$ cat src/rtl/baro_pkg.sv
`timescale 1ns / 1ps
// ----------------------------------------------------------------------------
// baro_pkg
// Shared types and constants for the barometer compensation pipeline.
// ----------------------------------------------------------------------------
package baro_pkg;

  // Rated output range
  localparam logic signed [20:0] TEMP_MIN = -21'sd4000;
  localparam logic signed [20:0] TEMP_MAX = 21'sd8500;
  localparam logic signed [32:0] PRES_MIN = 33'sd1000;
  localparam logic signed [32:0] PRES_MAX = 33'sd120000;

  // 20.00 degC reference point
  localparam logic signed [19:0] TEMP_REF = 20'sd2000;
  // Very low temperature: TEMP < -15.00 degC means base < -(2000 + 1500)
  localparam logic signed [19:0] VLOW_OFS = 20'sd3500;

  // Calibration register indexes
  typedef enum logic [2:0] {
    REG_SENS_AT_REF        = 3'd0,
    REG_OFFSET_AT_REF      = 3'd1,
    REG_SENS_TEMP_COEFF    = 3'd2,
    REG_OFFSET_TEMP_COEFF  = 3'd3,
    REG_REF_TEMPERATURE    = 3'd4,
    REG_TEMP_COEFF_OF_TEMP = 3'd5
  } reg_idx_e;

  typedef struct packed {
    logic [15:0] sens_at_ref;
    logic [15:0] offset_at_ref;
    logic [15:0] sens_temp_coeff;
    logic [15:0] offset_temp_coeff;
    logic [15:0] ref_temperature;
    logic [15:0] temp_coeff_of_temp;
  } coef_t;

  typedef struct packed {
    logic [23:0] raw_temperature;
    logic [23:0] raw_pressure;
  } raw_t;

  // First-order results
  typedef struct packed {
    logic        [23:0] d1;
    logic signed [18:0] base;   // dT*C6 >> 23
    logic signed [19:0] temp;
    logic signed [41:0] off;
    logic signed [41:0] sens;
    logic        [17:0] t2;
  } first_t;

  // Corrected values, temperature already saturated
  typedef struct packed {
    logic        [23:0] d1;
    logic signed [14:0] temperature;
    logic               t_clamped;
    logic signed [41:0] off;
    logic signed [41:0] sens;
  } corr_t;

  typedef struct packed {
    logic               clamped;
    logic        [16:0] pressure;
    logic signed [14:0] temperature;
  } result_t;

endpackage

$ cat src/rtl/baro_pres.sv
`timescale 1ns / 1ps
// ----------------------------------------------------------------------------
// baro_pres
// Pressure: D1*SENS split in two partial products, scaling, offset removal
// and saturation. Four register stages, the last one is the output register.
// ----------------------------------------------------------------------------
module baro_pres (
  input  logic              clk_i,
  input  logic              rst_ni,
  input  logic              in_valid_i,
  output logic              in_ready_o,
  input  baro_pkg::corr_t   in_i,
  output logic              out_valid_o,
  input  logic              out_ready_i,
  output baro_pkg::result_t out_o
);
  import baro_pkg::*;

  logic v7_q, v8_q, v9_q, v10_q;
  logic en7, en8, en9, en10;

  // Carried along: offset and saturated temperature
  logic signed [41:0] off7_q, off8_q;
  logic signed [14:0] t7_q, t8_q, t9_q;
  logic               tcl7_q, tcl8_q, tcl9_q;

  logic        [44:0] plo_d, plo_q;
  logic signed [45:0] phi_d, phi_q;
  logic signed [46:0] ps_d, ps_q;
  logic signed [47:0] diff_d;
  logic signed [32:0] pres_q;
  result_t            res_d, res_q;

  assign en10 = !v10_q || out_ready_i;
  assign en9  = !v9_q || en10;
  assign en8  = !v8_q || en9;
  assign en7  = !v7_q || en8;
  assign in_ready_o  = en7;
  assign out_valid_o = v10_q;
  assign out_o       = res_q;

  always_ff @(posedge clk_i or negedge rst_ni) begin
    if (!rst_ni) begin
      v7_q  <= 1'b0;
      v8_q  <= 1'b0;
      v9_q  <= 1'b0;
      v10_q <= 1'b0;
    end else begin
      if (en7)  v7_q  <= in_valid_i;
      if (en8)  v8_q  <= v7_q;
      if (en9)  v9_q  <= v8_q;
      if (en10) v10_q <= v9_q;
    end
  end

  // Stage 7: D1 * SENS as low (unsigned) and high (signed) halves of SENS
  assign plo_d = in_i.d1 * in_i.sens[20:0];
  assign phi_d = $signed({1'b0, in_i.d1}) * $signed(in_i.sens[41:21]);

  // Stage 8: floor(D1*SENS / 2^21) = phi + floor(plo / 2^21)
  assign ps_d = {phi_q[45], phi_q} + $signed({23'b0, plo_q[44:21]});

  // Stage 9: subtract OFF, floor by 2^15
  assign diff_d = {ps_q[46], ps_q} - {{6{off8_q[41]}}, off8_q};

  // Stage 10: pressure saturation
  always_comb begin
    res_d             = '0;
    res_d.temperature = t9_q;
    if (pres_q < PRES_MIN) begin
      res_d.pressure = PRES_MIN[16:0];
      res_d.clamped  = 1'b1;
    end else if (pres_q > PRES_MAX) begin
      res_d.pressure = PRES_MAX[16:0];
      res_d.clamped  = 1'b1;
    end else begin
      res_d.pressure = pres_q[16:0];
      res_d.clamped  = tcl9_q;
    end
  end

  always_ff @(posedge clk_i) begin
    if (en7 && in_valid_i) begin
      plo_q  <= plo_d;
      phi_q  <= phi_d;
      off7_q <= in_i.off;
      t7_q   <= in_i.temperature;
      tcl7_q <= in_i.t_clamped;
    end
    if (en8 && v7_q) begin
      ps_q   <= ps_d;
      off8_q <= off7_q;
      t8_q   <= t7_q;
      tcl8_q <= tcl7_q;
    end
    if (en9 && v8_q) begin
      pres_q <= diff_d[47:15];
      t9_q   <= t8_q;
      tcl9_q <= tcl8_q;
    end
    if (en10 && v9_q) begin
      res_q <= res_d;
    end
  end

endmodule

$ cat config.mk
export PLATFORM = sky130hd
export DESIGN_NAME = baro_pres
export DESIGN_NICKNAME = d
export VERILOG_FILES = /design/src/rtl/baro_pkg.sv /design/src/rtl/baro_pres.sv
export SDC_FILE = /design/constraint.sdc
export NUM_CORES = 2
export LEC_CHECK = 0
export BUFFER_PORTS_ARGS = -buffer_cell sky130_fd_sc_hd__buf_2
export CORE_MARGIN = 10
export CORE_UTILIZATION = 50
export DETAILED_ROUTE_END_ITERATION = 6
export GPL_TIMING_DRIVEN = 0
export PLACE_DENSITY_LB_ADDON = 0.2
export SLEW_MARGIN = 10
export SYNTH_ARGS = -nofsm -noshare
export SYNTH_HDL_FRONTEND = slang
export SYNTH_SLANG_ARGS = --single-unit
$ cat constraint.sdc
create_clock -name clk_i -period 12.93 [get_ports clk_i]
set_input_delay 0 -clock clk_i [delete_from_list [all_inputs] [get_ports clk_i]]
set_output_delay 0 -clock clk_i [all_outputs]
set_load 0.01 [all_outputs]
==> reports/results.ini <==
[grt]
busiest_layer=met2
first_global_vias=35800
grt_max_degree=65
grt-ovfl-total=0
grt_util_met2_pct=44.3
use_met1_pct=35.3
grt_pass1_wl_mm=221
antenna_found_initial=15
grt_util_met3_pct=6.38
grt_use_total_pct=27.4

[die]
row_count=112
die_y_um=326
die_area_sq_um=106000
start_util_pct=50.3
ioPinCount=163
core_sq_um=93200
die_x_um=326

[logic_synthesis]
netlist.area_leader.share_pct=35.5
syn_inst=4750
synth_fp_nets=6114
synthFlopType=edfxtp_1
synthMuxAreaShare_pct=0.0427
yosys.area_share.xor_xnor_pct=2.48
synth_cell_types=71
post-synth-top-area-cell=fa_1
synth-edff-count=315
synth_area_sq_um=46900
ys_seq_elements=319
synth_top_family_by_area=adder cells
ys_seq_area_share_pct=20.4
yosys-top-cells-area=fa_1 35%, edfxtp_1 20%, ha_1 11%
synth_compound_area_share_pct=5.99
syn_avg_cell_area_sq_um=9.87
synth-simple-area-share_pct=15.2
ys_warn_count=0
synthArstFlopShare_pct=1.25
synthAdderAreaFrac_pct=46.3

[cells_and_area]
syn2layout_area_growth_pct=8.54
final_layout_size_suffix_gt1_share_pct=4.73
final_common_cell=inv_1
nNetsFinal=6373
layout_common_cells=1002 x inv_1, 831 x fa_1, 632 x nand2_1
nFillCells=8445

[route]
wl_per_cell_um=23.1
ant_nets=0
vias_per_cell=5.44
dr.pass1.iters=6
route.detailed.drc=0
vias=34200
dr.first_iter.drc_count=2731
routed_wl_mm=146

[place]
place.port_buffers=162
dpl.hpwl_mm=119
gp_congestion=1.01
place_ws_ns=4.32

[timing]
hold_viol=0
finalCritPeriodShare_pct=63.9
tns_ns=0
maxSlewViolCount=0
fmax_mhz=121
slew_headroom_pct=7.65
setup_violations=0
setup_ws_ns=4.67
finalCriticalPeriod_ns=8.26
rsz0062_at_grt=no
worstMarginPinSlew_ns=1.39
final.setup_skew_ns=0.0242

[setup_path]
endpoint_kind=flip-flop
required_ns=13.18
critPathMaxFanout=10
crit_type=in -> reg
critical_path.startpoint_type=input pin
worstPathArrival_ns=8.51

[cts]
post_cts_resized=0
cts_max_level=1
clk_pin_slew_ns=0.07
clock_latency_ns=0.56
clock_sinks=319
cts_buffers=27
post-cts-setup-buffer-count=0
ctsHoldBuffers=64
cts_root_buffer=clkbuf_16
clockBufferDepth=3
tritoncts=built

[hold_path]
hold_path_class=in -> reg

[run]
drv_cap=0

[outcome]
status=finished, final reports clean

-- cell families after synthesis --
kind of cell | count (synthesis)
flip-flops | 319
XOR/XNOR | 133
AO/OA/AOI/OAI | 426
AND/OR/NAND/NOR | 1432
multiplexers | 2
adder cells (fa/ha/maj) | 1236
buffers and inverters | 1202
-- per-layer routing --
metal,routed length (um),up-vias,part of all wire (%)
li1,-,15200,-
met1,57900,17100,40
met2,66200,1596,45
met5,50,-,0.034
met4,7460,8,5.1
met3,14000,363,9.6
-- final timing paths --
kind / startpoint / endpoint / slack [ns] / cells after the start
worst max-delay path: in_i[110] / plo_q[44] / 4.67 / 22
worst min-delay path: in_i[22] / phi_q[1] / 0.1 / 3
worst max register to register: off8_q[11] / pres_q[29] / 9.39 / 10
worst min register to register: off7_q[36] / off8_q[36] / 0.41 / 0
max in group asynchronous: rst_ni / v9_q / 12.39 / 3
min in group asynchronous: rst_ni / out_valid_o / 0.35 / 3
-- final cells by class --
| type | instances | area, sq um | area share (%) |
|---|---|---|---|
| multi-input combinational | 3229 | 32800 | 64.5 |
| sequential | 319 | 9560 | 18.8 |
| inverter | 1002 | 3760 | 7.39 |
| tap | 1254 | 1570 | 3.08 |
| timing repair buffer | 230 | 1550 | 3.05 |
| buffer | 200 | 759 | 1.49 |
| clock buffer | 31 | 691 | 1.36 |
| clock inverter | 17 | 154 | 0.302 |
| antenna | 9 | 22.5 | 0.0442 |
-- sequential cells by signal (all words and copies together) (netlist names) --
signal       flops
off8_q          42
ps_q            47
v7_q             1
plo_q           24
out_o           33
off7_q          42
tcl8_q           1
tcl7_q           1
v9_q             1
tcl9_q           1
t9_q            15
t8_q            15
phi_q           46
out_valid_o      1
t7_q            15
pres_q          33
v8_q             1
-- worst max-delay path, stage by stage --
cell	delay (ns)
buf_2	0.32
clkbuf_1	0.92
nand2_1	0.19
fa_1	0.56
fa_1	0.58
fa_1	0.45
fa_1	0.60
inv_1	0.07
fa_1	0.46
fa_1	0.50
inv_1	0.05
fa_1	0.47
inv_1	0.06
ha_1	0.22
a21oi_1	0.15
a2bb2oi_1	0.32
nand3_1	0.10
o21ai_0	0.98
o21ai_0	0.43
a21o_1	0.31
and3_1	0.15
a211oi_1	0.58
-- per-stage QoR --
step                instance area, sq um  util, %  hold slack (ns)  cells
CTS                                50900     54.6            0.119   6282
global route                       50900     54.6            0.138   6282
detailed placement                 49400     53.0           -0.186   6170
global placement                   49300     52.9           -0.192   6166
finish                             50900     54.6           0.0998   6291
floorplan                          46900        -           -0.296   4750
-- cell usage after synthesis (15+ instances only) --
master       n
xor2_1      52
a21o_1      68
o21ai_0     60
xnor2_1     81
a21oi_1    134
nor2_1      89
nand2b_1    35
ha_1       405
nor3_1      36
edfxtp_1   315
nand3_1     49
fa_1       831
and3_1      23
nand2_1    632
clkbuf_1   198
nor2b_1     21
inv_1     1002
a211oi_1    20
and2_1     464
o21bai_1    20
nand4_1     22
a31oi_1     15
o21a_1      19
Power is not shown: default switching activity piles up to over one toggle a cycle in this logic, so the estimate is an artifact.
