$ cat src/rtl/baro_pkg.sv
`timescale 1ns / 1ps
// ----------------------------------------------------------------------------
// baro_pkg
// Shared types and constants for the barometer compensation pipeline.
// ----------------------------------------------------------------------------
package baro_pkg;

  // Rated output range
  localparam logic signed [20:0] TEMP_MIN = -21'sd4000;
  localparam logic signed [20:0] TEMP_MAX = 21'sd8500;
  localparam logic signed [32:0] PRES_MIN = 33'sd1000;
  localparam logic signed [32:0] PRES_MAX = 33'sd120000;

  // 20.00 degC reference point
  localparam logic signed [19:0] TEMP_REF = 20'sd2000;
  // Very low temperature: TEMP < -15.00 degC means base < -(2000 + 1500)
  localparam logic signed [19:0] VLOW_OFS = 20'sd3500;

  // Calibration register indexes
  typedef enum logic [2:0] {
    REG_SENS_AT_REF        = 3'd0,
    REG_OFFSET_AT_REF      = 3'd1,
    REG_SENS_TEMP_COEFF    = 3'd2,
    REG_OFFSET_TEMP_COEFF  = 3'd3,
    REG_REF_TEMPERATURE    = 3'd4,
    REG_TEMP_COEFF_OF_TEMP = 3'd5
  } reg_idx_e;

  typedef struct packed {
    logic [15:0] sens_at_ref;
    logic [15:0] offset_at_ref;
    logic [15:0] sens_temp_coeff;
    logic [15:0] offset_temp_coeff;
    logic [15:0] ref_temperature;
    logic [15:0] temp_coeff_of_temp;
  } coef_t;

  typedef struct packed {
    logic [23:0] raw_temperature;
    logic [23:0] raw_pressure;
  } raw_t;

  // First-order results
  typedef struct packed {
    logic        [23:0] d1;
    logic signed [18:0] base;   // dT*C6 >> 23
    logic signed [19:0] temp;
    logic signed [41:0] off;
    logic signed [41:0] sens;
    logic        [17:0] t2;
  } first_t;

  // Corrected values, temperature already saturated
  typedef struct packed {
    logic        [23:0] d1;
    logic signed [14:0] temperature;
    logic               t_clamped;
    logic signed [41:0] off;
    logic signed [41:0] sens;
  } corr_t;

  typedef struct packed {
    logic               clamped;
    logic        [16:0] pressure;
    logic signed [14:0] temperature;
  } result_t;

endpackage

$ cat src/rtl/baro_corr.sv
`timescale 1ns / 1ps
// ----------------------------------------------------------------------------
// baro_corr
// Second-order correction for low and very low temperature, then the
// corrected TEMP (saturated), OFF and SENS. Three register stages.
// ----------------------------------------------------------------------------
module baro_corr (
  input  logic             clk_i,
  input  logic             rst_ni,
  input  logic             in_valid_i,
  output logic             in_ready_o,
  input  baro_pkg::first_t in_i,
  output logic             out_valid_o,
  input  logic             out_ready_i,
  output baro_pkg::corr_t  out_o
);
  import baro_pkg::*;

  logic v4_q, v5_q, v6_q;
  logic en4, en5, en6;

  // Stage 4 registers
  logic signed [39:0] sq_d, sq_q, vv_d, vv_q;
  logic signed [19:0] u_d;
  logic               low_q, vlow_q;
  first_t             f_q;

  // Stage 5 registers
  logic signed [41:0] sq_x, vv_x, off2_d, sens2_d, off2_q, sens2_q;
  logic signed [41:0] off5_q, sens5_q;
  logic signed [20:0] tc_d, tc_q;
  logic        [23:0] d1_5_q;

  corr_t              res_d, res_q;

  assign en6 = !v6_q || out_ready_i;
  assign en5 = !v5_q || en6;
  assign en4 = !v4_q || en5;
  assign in_ready_o  = en4;
  assign out_valid_o = v6_q;
  assign out_o       = res_q;

  always_ff @(posedge clk_i or negedge rst_ni) begin
    if (!rst_ni) begin
      v4_q <= 1'b0;
      v5_q <= 1'b0;
      v6_q <= 1'b0;
    end else begin
      if (en4) v4_q <= in_valid_i;
      if (en5) v5_q <= v4_q;
      if (en6) v6_q <= v5_q;
    end
  end

  // Stage 4: squares of (TEMP-2000) and (TEMP+1500)
  assign u_d  = {in_i.base[18], in_i.base} + VLOW_OFS;
  assign sq_d = in_i.base * in_i.base;
  assign vv_d = u_d * u_d;

  // Stage 5: OFF2, SENS2 and TEMP - T2
  always_comb begin
    sq_x    = {{2{sq_q[39]}}, sq_q};
    vv_x    = {{2{vv_q[39]}}, vv_q};
    off2_d  = '0;
    sens2_d = '0;
    tc_d    = {f_q.temp[19], f_q.temp};
    if (low_q) begin
      off2_d  = ((sq_x <<< 2) + sq_x) >>> 1;
      sens2_d = ((sq_x <<< 2) + sq_x) >>> 2;
      tc_d    = {f_q.temp[19], f_q.temp} - $signed({3'b0, f_q.t2});
      if (vlow_q) begin
        off2_d  = off2_d + ((vv_x <<< 3) - vv_x);
        sens2_d = sens2_d + (((vv_x <<< 3) + (vv_x <<< 1) + vv_x) >>> 1);
      end
    end
  end

  // Stage 6: corrected OFF/SENS, saturated temperature
  always_comb begin
    res_d      = '0;
    res_d.d1   = d1_5_q;
    res_d.off  = off5_q - off2_q;
    res_d.sens = sens5_q - sens2_q;
    if (tc_q < TEMP_MIN) begin
      res_d.temperature = TEMP_MIN[14:0];
      res_d.t_clamped   = 1'b1;
    end else if (tc_q > TEMP_MAX) begin
      res_d.temperature = TEMP_MAX[14:0];
      res_d.t_clamped   = 1'b1;
    end else begin
      res_d.temperature = tc_q[14:0];
      res_d.t_clamped   = 1'b0;
    end
  end

  always_ff @(posedge clk_i) begin
    if (en4 && in_valid_i) begin
      sq_q   <= sq_d;
      vv_q   <= vv_d;
      low_q  <= in_i.base[18];
      vlow_q <= (u_d < 20'sd0);
      f_q    <= in_i;
    end
    if (en5 && v4_q) begin
      off2_q  <= off2_d;
      sens2_q <= sens2_d;
      tc_q    <= tc_d;
      off5_q  <= f_q.off;
      sens5_q <= f_q.sens;
      d1_5_q  <= f_q.d1;
    end
    if (en6 && v5_q) begin
      res_q <= res_d;
    end
  end

endmodule

$ cat config.mk
export PLATFORM = sky130hd
export DESIGN_NAME = baro_corr
export DESIGN_NICKNAME = d
export VERILOG_FILES = /design/src/rtl/baro_pkg.sv /design/src/rtl/baro_corr.sv
export SDC_FILE = /design/constraint.sdc
export NUM_CORES = 2
export LEC_CHECK = 0
export BUFFER_PORTS_ARGS = -buffer_cell sky130_fd_sc_hd__buf_2
export CAP_MARGIN = 30
export CORE_ASPECT_RATIO = 2
export CORE_MARGIN = 2
export CORE_UTILIZATION = 30
export DETAILED_ROUTE_END_ITERATION = 10
export SLEW_MARGIN = 20
export SYNTH_ARGS = -nofsm -noshare
export SYNTH_HDL_FRONTEND = slang
export SYNTH_SLANG_ARGS = --single-unit
export TNS_END_PERCENT = 30
$ cat constraint.sdc
create_clock -name clk_i -period 15.3 [get_ports clk_i]
set_input_delay 0.765 -clock clk_i [delete_from_list [all_inputs] [get_ports clk_i]]
set_output_delay 0.765 -clock clk_i [all_outputs]
set_load 0.02 [all_outputs]
==> results list <==
* Run status: finished clean
- Clock tree synthesis inserted a total of 45 buffers.
- Cell types with the highest counts after synthesis: 1089 x inv_1, 806 x fa_1, 559 x edfxtp_1
- Input and output buffers added on the ports amount to 294.
- Overflow left after global routing: 0
* Maximum fanout along the worst path: 30
* CORE AREA: 192600 sq um
* Global placer's final weighted congestion: 0.9180
- Layout-stage area growth over the synthesis result: 10.51%
* Pin count of the biggest net entering global routing: 70
* Iteration count of the initial detailed-routing pass: 5
- Dividing the detail-routed wire length by the instance count gives 18.28 um.
* Seq/Total Area, Yosys: 29.03%
- Required arrival time at the worst endpoint: 15.66 ns
* Width of the die: 315.2 um
- Buffers added to address setup during post-CTS repair amount to 0.
* Cell Area, Synth: 58090 sq um
- Ratio of cells with drive above 1 in the final layout: 7.688%
* Number of instances in the synthesized netlist: 5468
- Least-Margin Pin Slew: 1.048 ns
- Final wirelength: 151900 um
- The worst register-to-register path ends at off2_q[38].
- Global routing used 15.46% of the available tracks across all layers.
- In this design, the stage delay of the slowest critical-path cell is 0.71 ns.
* Root buffer cell: clkbuf_16
- Effective utilization at floorplan: 30.17%
- Setup violations remaining at the end of the flow were counted as 0.
* Slowest stage cell, crit path: clkinv_1
- After clock tree synthesis, the repair step resized 0 gates.
- The final count of hold timing violations is 0.
* Clock period minus worst slack: 10.08 ns
- Initial antenna violation count: 18
* Met3 track demand over resource in global routing: 1.071%
- After the first detailed-routing iteration, the DRC count stood at 1846.
- Fin nets: 7205
* Nets in the synthesized netlist: 6931
* Number of rows in the core area: 228
- Clock tree synthesis found a total of 562 sinks.
- Counting distinct cell types in the post-synthesis netlist gives 81.
- In this run the worst setup path begins at in_i[124].
- Antenna Violating Nets Remaining: 0
- After synthesis, the share of flip-flops with an asynchronous set or reset is 0.5338%.
* Flip-flop cell with the highest count after synthesis: edfxtp_1
- The worst setup path is captured at a flip-flop.
- In the global route stage, met1 resource usage came out at 15.07%.
* Ranking of synthesized cells by area: edfxtp_1 29%, fa_1 28%, ha_1 11%
- The worst path uses 65.88% of the clock period.
* Number of enable flip-flop cells after synthesis: 559
* Clock-pin slew of the registers on the worst-case setup and hold paths: 0.07 ns
- Yosys warnings: 0
* Grt met2 use: 31.39%
* Number of global-route vias before repair: 44449
- Area share of the largest cell type after synthesis: 28.90%
- Data arrives at the worst endpoint at 10.44 ns.
- Number of filler instances in the final layout: 19539
* Deepest level of the CTS H-tree: 2
- In the post-synthesis netlist, the cell with the most instances is inv_1.
- Path type of the worst min-delay path: in2reg
- The first global-routing pass estimated 238300 um of wire.
- For the final routed database, the setup TNS stands at 0 ns.
- The number of pins with negative max-slew slack in the final report was 0.
- Skew-Pair Late Insertion Delay: 0.63 ns
- The worst setup path is launched from a primary input.
* Worst reg2reg path depth: 22
- A synthesized cell averages 10.62 sq um.
* Total of max-cap violations: 0
- Critical Path Most Common Cell: fa_1
- TritonCTS built the clock tree.
- Crit path to: vv_q[39]
- Post-synth top area cell: edfxtp_1
- Setup repair after global routing left no endpoint under its margin.
- Via Count: 39547
- Height of the chip: 626.3 um
* Vias per cell: 4.758
- Largest buffer count on any clock path: 3
- Post-synthesis register bit count: 562
* Fmax: 99.21 MHz
- For this run, design rule violations remaining after detail routing come to 0.
- The die covers 197400 sq um.
* Critical path type: in2reg
- Across the routed clock network, the largest skew measured is 0.03296 ns.
* Busiest metal layer after global routing: met2
- Io pins: 295
- The worst register-to-register path begins at sq_q[2].
- DPL Wire Length: 125000 um
* Normalized max-slew margin: 29.76%
- R2R setup slack: 8.17 ns
==> layout make-up <==
class                   instances  area, sq um  share of cell area [%]
multi-input cells            3704        36780                   57.29
flip-flops and latches        562        16860                   26.27
inverters                    1096         4114                   6.409
well taps                    2530         3166                   4.931
repair buffers                333         1774                   2.764
clock buffers                  53         1177                   1.834
clock inverters                27        309.0                  0.4814
diodes                          6        15.01                 0.02339
==> sequential cells by signal (all words and copies together), names as in the netlist, 37 cells and up <==
| name | cells |
|---|---|
| vv_q | 37 |
| off5_q | 42 |
| sens2_q | 42 |
| sq_q | 37 |
| sens5_q | 42 |
| out_o | 124 |
| off2_q | 42 |
| f_q | 146 |
==> cells in the final DEF, fill, tap and decap left out, types with 37 or more instances in the layout <==
cell	Yosys	layout
xor2_1	101	100
nand2_1	360	360
o21bai_1	39	39
a21o_1	167	167
edfxtp_1	559	559
xnor2_1	246	241
nor2_1	275	275
fa_1	806	806
nor3_1	37	37
o21a_1	48	48
and2_1	118	115
buf_2	0	294
o21ai_0	176	176
nand2b_1	84	84
a21oi_1	292	292
nand3_1	49	49
ha_1	488	488
nor2b_1	55	55
clkbuf_16	0	46
inv_1	1089	1089
==> worst max-delay path, delay by kind of cell <==
kind            cells  cell delay, ns
compound gates      7            2.07
xor+xnor            2            0.18
fa+ha+maj           8            3.78
buf+inv             8            1.61
simple gates       12            1.99
==> stage by stage <==
stage               setup WS [ns]  instance area, sq um  cells  hold slack [ns]  util (%)
floorplan                   5.769                 58090   5468           0.4003         -
global placement            4.603                 62640   8221           0.4021     32.53
detailed placement          4.361                 62650   8221           0.4045     32.54
CTS                         5.016                 64150   8302           0.2609     33.31
global route                4.643                 64190   8310           0.2885     33.34
finish                      5.221                 64190   8311           0.3138     33.34
==> how the worst min path moves through the flow <==
stage | start | cells after the start | slack [ns] | end
after detailed placement | f_q[144] | 0 | 0.40 | d1_5_q[3]
after global placement | f_q[55] | 0 | 0.40 | sens5_q[37]
after global routing | in_i[161] | 1 | 0.29 | f_q[161]
final | in_i[49] | 1 | 0.31 | f_q[49]
after floorplan | f_q[141] | 0 | 0.40 | d1_5_q[0]
after CTS | in_i[10] | 1 | 0.26 | f_q[10]
==> kinds of logic after synthesis <==
family / after synthesis / share of synthesized area (%)
AND/OR/NAND/NOR: 1085 / 8.842
other: 1 / 0.006456
AO/OA/AOI/OAI: 960 / 10.52
multiplexers: 17 / 0.3166
XOR/XNOR: 347 / 5.232
adder cells (fa/ha/maj): 1294 / 38.29
buffers and inverters: 1202 / 7.767
flip-flops: 562 / 29.03
==> metal layers <==
metal  vias to the layer above  share of wire, %
met5                         -             0.086
met2                       902                56
met1                     19809                35
met4                        20               6.1
li1                      18436                 -
met3                       380               3.0
==> timing repair <==
item,4_1_cts,5_1_grt
hold endpoints to repair,3,0
endpoints found under the setup margin,0,0
hold buffers,1,0
Power is left out: the tool's default activity adds up to more than one toggle a clock period on the data nets, which glitch-free logic cannot reach.
